$ cat config.mk
export PLATFORM = sky130hd
export DESIGN_NAME = alert_voice_priority_sequencer_flat
export DESIGN_NICKNAME = d
export VERILOG_FILES = /design/src/rtl/avps_pkg.sv /design/src/rtl/avps_item_if.sv /design/src/rtl/avps_result_if.sv /design/src/rtl/avps_cfg_if.sv /design/src/rtl/alert_voice_priority_sequencer.sv /design/src/flat_wrapper.sv
export SDC_FILE = /design/constraint.sdc
export NUM_CORES = 1
export LEC_CHECK = 0
export ABC_AREA = 1
export ABC_CLOCK_PERIOD_IN_PS = 11290
export BUFFER_PORTS_ARGS = -buffer_cell sky130_fd_sc_hd__clkbuf_2
export CAP_MARGIN = 20
export CORE_MARGIN = 2
export CORE_UTILIZATION = 62
export CTS_CLUSTER_DIAMETER = 30
export DETAILED_ROUTE_END_ITERATION = 8
export PLACE_DENSITY = 0.82
export SYNTH_ARGS = -nofsm -noshare
export SYNTH_HDL_FRONTEND = slang
export SYNTH_SLANG_ARGS = --single-unit
$ cat constraint.sdc
create_clock -name clk -period 11.29 [get_ports clk]
set_clock_uncertainty 0.15 [all_clocks]
set_input_delay 2.258 -clock clk [delete_from_list [all_inputs] [get_ports clk]]
set_output_delay 2.258 -clock clk [all_outputs]
set_load 0.02 [all_outputs]
$ cat src/rtl/avps_pkg.sv
// avps_pkg: shared widths, message codes, register indexes and the priority
// encoder for the alert voice priority sequencer.
// No dependencies.
package avps_pkg;

    localparam int TIME_W    = 32;
    localparam int ALARM_W   = 11;
    localparam int TRIG_W    = 5;
    localparam int ACTION_W  = 7;
    localparam int MSG_W     = 5;
    localparam int CFG_IDX_W = 2;
    localparam int IDX_W     = 4;

    typedef logic [TIME_W-1:0] time_t;
    typedef logic [MSG_W-1:0]  msg_t;
    typedef logic [IDX_W-1:0]  bit_idx_t;

    localparam msg_t MSG_NONE       = 5'd0;
    localparam msg_t MSG_ALARM_BASE = 5'd1;
    localparam msg_t MSG_TRIG_BASE  = 5'd12;
    localparam msg_t MSG_ACT_BASE   = 5'd17;

    typedef enum logic [CFG_IDX_W-1:0] {
        CFG_TRIGGER_HOLD = 2'd0,
        CFG_PLAY_ON      = 2'd1,
        CFG_PLAY_OFF     = 2'd2
    } cfg_idx_t;

    localparam time_t TRIGGER_HOLD_RST = 32'd3000;
    localparam time_t PLAY_ON_RST      = 32'd2000;
    localparam time_t PLAY_OFF_RST     = 32'd1000;

    // index of lowest set bit, 0 when no bit is set
    function automatic bit_idx_t lowest_bit(input logic [ALARM_W-1:0] v);
        bit_idx_t idx;
        idx = '0;
        for (int i = ALARM_W - 1; i >= 0; i--) begin
            if (v[i])
            begin
                idx = IDX_W'(i);
            end
        end
        return idx;
    endfunction

endpackage

$ cat src/rtl/avps_item_if.sv
// avps_item_if: input tick channel (valid/ready plus one tick's fields).
// Depends on avps_pkg.
interface avps_item_if;
    logic                           valid;
    logic                           ready;
    logic [avps_pkg::TIME_W-1:0]    time_ms;
    logic [avps_pkg::ALARM_W-1:0]   alarm_levels;
    logic [avps_pkg::TRIG_W-1:0]    trigger_pulses;
    logic [avps_pkg::ACTION_W-1:0]  action_levels;

    modport source (output valid, time_ms, alarm_levels, trigger_pulses, action_levels,
                    input ready);
    modport sink   (input valid, time_ms, alarm_levels, trigger_pulses, action_levels,
                    output ready);
endinterface

$ cat src/rtl/avps_result_if.sv
// avps_result_if: result channel (valid/ready plus command, message, flags).
// Depends on avps_pkg.
interface avps_result_if;
    logic                         valid;
    logic                         ready;
    logic [avps_pkg::MSG_W-1:0]   play_command;
    logic [avps_pkg::MSG_W-1:0]   current_message;
    logic [avps_pkg::TRIG_W-1:0]  sticky_flags;

    modport source (output valid, play_command, current_message, sticky_flags,
                    input ready);
    modport sink   (input valid, play_command, current_message, sticky_flags,
                    output ready);
endinterface

$ cat src/rtl/avps_cfg_if.sv
// avps_cfg_if: configuration write channel (valid/ready, register index, data).
// Depends on avps_pkg.
interface avps_cfg_if;
    logic                            valid;
    logic                            ready;
    logic [avps_pkg::CFG_IDX_W-1:0]  index;
    logic [avps_pkg::TIME_W-1:0]     data;

    modport source (output valid, index, data, input ready);
    modport sink   (input valid, index, data, output ready);
endinterface

$ cat src/rtl/alert_voice_priority_sequencer.sv
// alert_voice_priority_sequencer: picks one voice message per tick and drives
// the on/off play command. Depends on avps_pkg and the avps_*_if interfaces.
//
// One result per input tick. A tick is captured in an input register, then
// evaluated combinationally against the held state into the result register,
// so a new tick is taken every cycle while the result side accepts results.
// Backpressure on the result side stalls the input register.
// Configuration writes are always taken (ready tied high); unknown indexes are
// ignored. Registers reset to hold 3000, on 2000, off 1000.
module alert_voice_priority_sequencer (
    input  logic          clk,
    input  logic          rst_n,
    avps_item_if.sink     item,
    avps_result_if.source result,
    avps_cfg_if.sink      cfg
);
    import avps_pkg::*;

    // configuration
    time_t trigger_hold_reg;
    time_t play_on_reg;
    time_t play_off_reg;

    // input stage
    logic                  in_valid_reg;
    time_t                 in_time_reg;
    logic [ALARM_W-1:0]    in_alarm_reg;
    logic [TRIG_W-1:0]     in_pulse_reg;
    logic [ACTION_W-1:0]   in_action_reg;

    // sequencer state
    msg_t                  last_message_reg, last_message_next;
    time_t                 change_time_reg, change_time_next;
    time_t                 toggle_time_reg, toggle_time_next;
    msg_t                  command_reg, command_next;
    logic [TRIG_W-1:0]     pending_reg, pending_next;

    // result stage
    logic                  out_valid_reg;
    msg_t                  out_command_reg;
    msg_t                  out_message_reg;
    logic [TRIG_W-1:0]     out_flags_reg;

    logic                  advance;
    logic                  fire;
    logic [TRIG_W-1:0]     pend_merged;
    msg_t                  msg;
    bit_idx_t              trig_bit;
    logic                  is_trigger;
    time_t                 elapsed;

    assign advance    = !out_valid_reg || result.ready;
    assign fire       = in_valid_reg && advance;
    assign item.ready = !in_valid_reg || advance;
    assign cfg.ready  = 1'b1;

    always_comb
    begin
        pend_merged       = pending_reg | in_pulse_reg;
        trig_bit          = lowest_bit({{(ALARM_W-TRIG_W){1'b0}}, pend_merged});
        is_trigger        = 1'b0;
        msg               = MSG_NONE;
        last_message_next = last_message_reg;
        change_time_next  = change_time_reg;
        toggle_time_next  = toggle_time_reg;
        command_next      = command_reg;
        pending_next      = pend_merged;
        elapsed           = '0;

        if (in_alarm_reg != '0)
        begin
            msg = MSG_ALARM_BASE + MSG_W'(lowest_bit(in_alarm_reg));
        end
        else if (pend_merged != '0)
        begin
            msg        = MSG_TRIG_BASE + MSG_W'(trig_bit);
            is_trigger = 1'b1;
        end
        else if (in_action_reg != '0)
        begin
            msg = MSG_ACT_BASE +
                  MSG_W'(lowest_bit({{(ALARM_W-ACTION_W){1'b0}}, in_action_reg}));
        end

        if (msg != last_message_reg)
        begin
            last_message_next = msg;
            change_time_next  = in_time_reg;
            command_next      = msg;
        end

        if (is_trigger && ((in_time_reg - change_time_next) > trigger_hold_reg))
        begin
            pending_next[trig_bit[$clog2(TRIG_W)-1:0]] = 1'b0;
        end

        if (msg != MSG_NONE)
        begin
            elapsed = in_time_reg - toggle_time_reg;
            if (elapsed >= play_on_reg && command_next != MSG_NONE)
            begin
                command_next     = MSG_NONE;
                toggle_time_next = in_time_reg;
            end
            else if (elapsed >= play_off_reg && command_next == MSG_NONE)
            begin
                command_next     = msg;
                toggle_time_next = in_time_reg;
            end
        end
        else
        begin
            command_next = MSG_NONE;
        end
    end

    always_ff @(posedge clk or negedge rst_n)
    begin
        if (!rst_n)
        begin
            trigger_hold_reg <= TRIGGER_HOLD_RST;
            play_on_reg      <= PLAY_ON_RST;
            play_off_reg     <= PLAY_OFF_RST;
        end
        else if (cfg.valid)
        begin
            unique case (cfg.index)
                CFG_TRIGGER_HOLD: trigger_hold_reg <= cfg.data;
                CFG_PLAY_ON:      play_on_reg      <= cfg.data;
                CFG_PLAY_OFF:     play_off_reg     <= cfg.data;
                default:          ;
            endcase
        end
    end

    always_ff @(posedge clk or negedge rst_n)
    begin
        if (!rst_n)
        begin
            in_valid_reg     <= 1'b0;
            out_valid_reg    <= 1'b0;
            last_message_reg <= MSG_NONE;
            change_time_reg  <= '0;
            toggle_time_reg  <= '0;
            command_reg      <= MSG_NONE;
            pending_reg      <= '0;
        end
        else
        begin
            if (item.ready)
            begin
                in_valid_reg <= item.valid;
            end
            if (advance)
            begin
                out_valid_reg <= in_valid_reg;
            end
            if (fire)
            begin
                last_message_reg <= last_message_next;
                change_time_reg  <= change_time_next;
                toggle_time_reg  <= toggle_time_next;
                command_reg      <= command_next;
                pending_reg      <= pending_next;
            end
        end
    end

    always_ff @(posedge clk)
    begin
        if (item.valid && item.ready)
        begin
            in_time_reg   <= item.time_ms;
            in_alarm_reg  <= item.alarm_levels;
            in_pulse_reg  <= item.trigger_pulses;
            in_action_reg <= item.action_levels;
        end
        if (fire)
        begin
            out_command_reg <= command_next;
            out_message_reg <= msg;
            out_flags_reg   <= pending_next;
        end
    end

    assign result.valid           = out_valid_reg;
    assign result.play_command    = out_command_reg;
    assign result.current_message = out_message_reg;
    assign result.sticky_flags    = out_flags_reg;

endmodule
$ cat src/flat_wrapper.sv
// flat-port wrapper written by rule: the top's interface ports become plain ports
module alert_voice_priority_sequencer_flat import avps_pkg::*;
  (clk, rst_n, item_valid, item_time_ms, item_alarm_levels, item_trigger_pulses, item_action_levels, item_ready, result_valid, result_play_command, result_current_message, result_sticky_flags, result_ready, cfg_valid, cfg_index, cfg_data, cfg_ready);
  avps_item_if item_i ();
  avps_result_if result_i ();
  avps_cfg_if cfg_i ();
  input  logic clk;
  input  logic rst_n;
  input wire logic [$bits(item_i.valid)-1:0] item_valid;
  input wire logic [$bits(item_i.time_ms)-1:0] item_time_ms;
  input wire logic [$bits(item_i.alarm_levels)-1:0] item_alarm_levels;
  input wire logic [$bits(item_i.trigger_pulses)-1:0] item_trigger_pulses;
  input wire logic [$bits(item_i.action_levels)-1:0] item_action_levels;
  output wire logic [$bits(item_i.ready)-1:0] item_ready;
  output wire logic [$bits(result_i.valid)-1:0] result_valid;
  output wire logic [$bits(result_i.play_command)-1:0] result_play_command;
  output wire logic [$bits(result_i.current_message)-1:0] result_current_message;
  output wire logic [$bits(result_i.sticky_flags)-1:0] result_sticky_flags;
  input wire logic [$bits(result_i.ready)-1:0] result_ready;
  input wire logic [$bits(cfg_i.valid)-1:0] cfg_valid;
  input wire logic [$bits(cfg_i.index)-1:0] cfg_index;
  input wire logic [$bits(cfg_i.data)-1:0] cfg_data;
  output wire logic [$bits(cfg_i.ready)-1:0] cfg_ready;
  assign item_i.valid = item_valid;
  assign item_i.time_ms = item_time_ms;
  assign item_i.alarm_levels = item_alarm_levels;
  assign item_i.trigger_pulses = item_trigger_pulses;
  assign item_i.action_levels = item_action_levels;
  assign item_ready = item_i.ready;
  assign result_valid = result_i.valid;
  assign result_play_command = result_i.play_command;
  assign result_current_message = result_i.current_message;
  assign result_sticky_flags = result_i.sticky_flags;
  assign result_i.ready = result_ready;
  assign cfg_i.valid = cfg_valid;
  assign cfg_i.index = cfg_index;
  assign cfg_i.data = cfg_data;
  assign cfg_ready = cfg_i.ready;
  alert_voice_priority_sequencer u_core (.clk(clk), .rst_n(rst_n), .item(item_i), .result(result_i), .cfg(cfg_i));
endmodule
==> summary.md <==
| Metric | Value |
|---|---|
| Status | `completed` |
| Io pins | `~110` |
| Register area | `about 0.0066 mm^2` |
| Clock period minus worst slack | `7157 ps` |
| Yosys warnings | `0` |
| Fin cells | `between 2k and 2.5k` |
| ANT nets after route | `0` |
| CTS buffer count | `53` |
| CTS tree | `yes` |
| Crit end category | `flop` |
| Most common cell after layout, fill and taps aside | `nand2_1` |
| Worst IR Drop VDD | `approximately 0.19 mV` |
| Max-slew violations | `0` |
| Setup_tns | `0 ps` |
| Worst hold path class | `reg -> reg` |
| Htree depth | `2` |
| Area occupied by multi-input gates | `~0.0079 mm^2` |
| Vias post-DR | `14.16k` |
| Mux cell area share after synthesis | `0.01831` |
| Clock Tree Root | `clkbuf_16` |
| Number of synthesized flops with an enable pin | `70` |
| Pwr dens | `between 300 and 400 mW/mm^2` |
| Largest stage delay, worst path | `~530 ps` |
| Post-CTS sizing | `0` |
| Number of port buffers | `110` |
| Leakage | `around 9.6 nW` |
| Hpwl dp | `~32 mm` |
| Post-CTS Setup Inserts | `0` |
| Initial core utilization | `0.6297` |
| Drt via density | `about 5.7` |
| GRT Overall Usage | `0.3279` |
| Async set-reset flop share out of synthesis | `0.7166` |
| Met1 usage | `0.3911` |
| Period utilization | `0.6340` |
| Final setup fails | `0` |
| Final hold violations | `0` |
| Dpl ws | `between 4000 and 5000 ps` |
| Compound-Gate Fraction of Synth Area | `0.1246` |
| #FFs+latches synth | `roughly 250` |
| DRC errors left | `0` |
| Worst skew pair latency | `around 560 ps` |
| # diodes | `0` |
| Ys flop type | `dfrtp_1` |
| Final #Nets | `roughly 2.4k` |
| Die Ht | `163.9 um` |
| Row cnt | `just under 60` |
| Die ar. | `about 0.027 mm^2` |
| Final Worst Setup Slack | `4133 ps` |
| Synth Area in Simple Gates | `0.2009` |
| Adder-Cell Fraction of Synth Area | `0.1288` |
| Vias in the first global route | `about 14k` |
| Largest family of logic cells by synthesized area | `simple AND/OR/NAND/NOR gates` |
| Worst-path clk slew | `about 50 ps` |
| Max-Cap Viols | `0` |
| Synth unique cells | `51` |
| Cts hold-fix bufs | `0` |
| Initial antenna violation count | `0` |
| Cells after Synth | `~2k` |
| Share of cells above drive strength 1 | `0.1235` |
| Largest net degree at the start of global routing | `111` |
| Clock Sink Count | `roughly 250` |
| Router iterations before antenna repair | `6` |
| First-pass GRT wire length | `69.30 mm` |
| Setup crit start kind | `flop` |
| Final WL | `~43 mm` |
| Die Width | `approximately 160 um` |
| Syn nets | `roughly 2.2k` |
| Req. time, crit path | `roughly 12000 ps` |
| Setup Crit Path Kind | `reg -> reg` |
| Most frequent CP cell | `nand2_1` |
| RSZ-0062 raised after global routing | `false` |
| Synth Area in XOR/XNOR | `0.02596` |
| CP arrival | `between 7000 and 8000 ps` |
| GR Util met3 | `0.04798` |
| Clock Path Buffers | `3` |
| Register area share after synthesis | `0.4134` |
| Inst Count DP | `about 2.4k` |
| Slew Limit Headroom | `0.3298` |
| Placer congestion estimate | `0.9863` |
| CP max FO | `11` |
| Congestion Overflow GR | `0` |
| Most frequent cells in the layout | `nand2_1, inv_1, o21ai_0` |
| CP max stage cell | `o21ai_0` |
| DRT iter0 DRCs | `1119` |
| Slew @ Worst Pin | `roughly 1000 ps` |
| Core outline area | `between 0.02 and 0.03 mm^2` |
| Met2 Use GR | `0.5819` |
| # fillers | `between 1.5k and 2k` |
| Mapped Area | `around 0.016 mm^2` |
| Syn-to-layout area delta | `17.86%` |
| GR peak layer | `met2` |
| F_max | `about 140 MHz` |
| Wire length per cell | `about 18 um` |
| Post-Syn Area per Cell | `between 8 and 9 um^2` |
==> per-stage QoR <==
stage	hold slack [ps]	utilization	area, um^2	power (W)
final	320.4	0.7422	18690	0.005851
after global routing	342.9	0.7422	18690	0.006271
after CTS	320.3	0.7392	18610	0.005812
after detailed placement	308.3	0.6625	16680	0.004090
after global placement	304.0	0.6625	16680	0.003988
after floorplan	291.9	-	15860	0.003329
==> report_power, final <==
group          switching [W]  internal [W]
clock               0.000524       0.00114
sequential          0.000130       0.00116
combinational        0.00189       0.00101
==> routing by layer <==
layer	part of all wire	up-vias	routed length [um]
met3	0.059	153	2557
met2	0.50	557	21630
met5	0	-	0
met1	0.40	6692	17200
li1	-	6759	-
met4	0.048	0	2065
==> area by class of cell <==
cell class	count	area share
Multi-Input combinational cell	1365	0.4240
Sequential cell	247	0.3507
Clock buffer	64	0.07692
Inverter	315	0.06327
Timing Repair Buffer	120	0.03662
Clock inverter	35	0.02638
Tap cell	330	0.02209
==> cell usage after synthesis (3+ instances only) <==
| library cell | count | area (um^2) |
|---|---|---|
| nor2_2 | 7 | 43.79 |
| o21ai_2 | 3 | 26.28 |
| o21ai_0 | 185 | 925.9 |
| nor3_1 | 22 | 110.1 |
| a211oi_1 | 7 | 52.55 |
| o21ai_1 | 4 | 20.02 |
| a21boi_0 | 5 | 37.54 |
| xnor2_1 | 15 | 131.4 |
| inv_1 | 309 | 1160 |
| buf_4 | 4 | 30.03 |
| nand2_2 | 4 | 25.02 |
| clkbuf_1 | 32 | 120.1 |
| o221ai_1 | 3 | 26.28 |
| a21oi_1 | 126 | 630.6 |
| a31oi_1 | 10 | 62.56 |
| ha_1 | 160 | 2002 |
| a221oi_1 | 3 | 26.28 |
| o21a_1 | 5 | 37.54 |
| nand3b_1 | 5 | 37.54 |
| dfrtp_1 | 158 | 3954 |
| buf_2 | 3 | 15.01 |
| nand3_1 | 101 | 505.5 |
| a21o_1 | 3 | 22.52 |
| nor2_1 | 99 | 371.6 |
| buf_6 | 4 | 45.04 |
| inv_2 | 6 | 22.52 |
| dfstp_2 | 19 | 499.2 |
| xor2_1 | 32 | 280.3 |
| nand4_1 | 21 | 131.4 |
| o211ai_1 | 5 | 37.54 |
| mux2i_1 | 29 | 290.3 |
| edfxtp_1 | 70 | 2102 |
| nand2_1 | 485 | 1821 |
| and3_1 | 5 | 31.28 |
==> cell families (layout without fill, tap and decap cells) <==
logic type | Yosys count | after routing
fa+ha+maj | 162 | 162
simple gates | 760 | 760
buf+inv | 358 | 534
compound gates | 366 | 366
mux | 29 | 29
other cells | 1 | 1
xor+xnor | 47 | 47
flops | 247 | 247
==> critical path, delay by kind of cell (launching register included) <==
kind	cells	cell delay, ps
DFF	1	420
and+or+nand+nor	39	4540
muxes	1	240
AOI/OAI and AO/OA	2	700
adders and majority gates	3	910
buffers and inverters	2	120
==> final timing paths <==
check,start,endpoint,slack (ps),depth (start not counted)
min in group asynchronous,rst_n,u_core.play_off_reg[27],1490,1
worst min-delay path,u_core.toggle_time_reg[7],u_core.toggle_time_reg[7],320,2
worst min register to register,u_core.toggle_time_reg[7],u_core.toggle_time_reg[7],320,2
worst max-delay path,u_core.in_alarm_reg[9],u_core.pending_reg[3],4130,47
max in group asynchronous,rst_n,u_core.trigger_hold_reg[24],8210,2
worst max register to register,u_core.in_alarm_reg[9],u_core.pending_reg[3],4130,47
No activity file was read; power rests on OpenSTA's default activity.
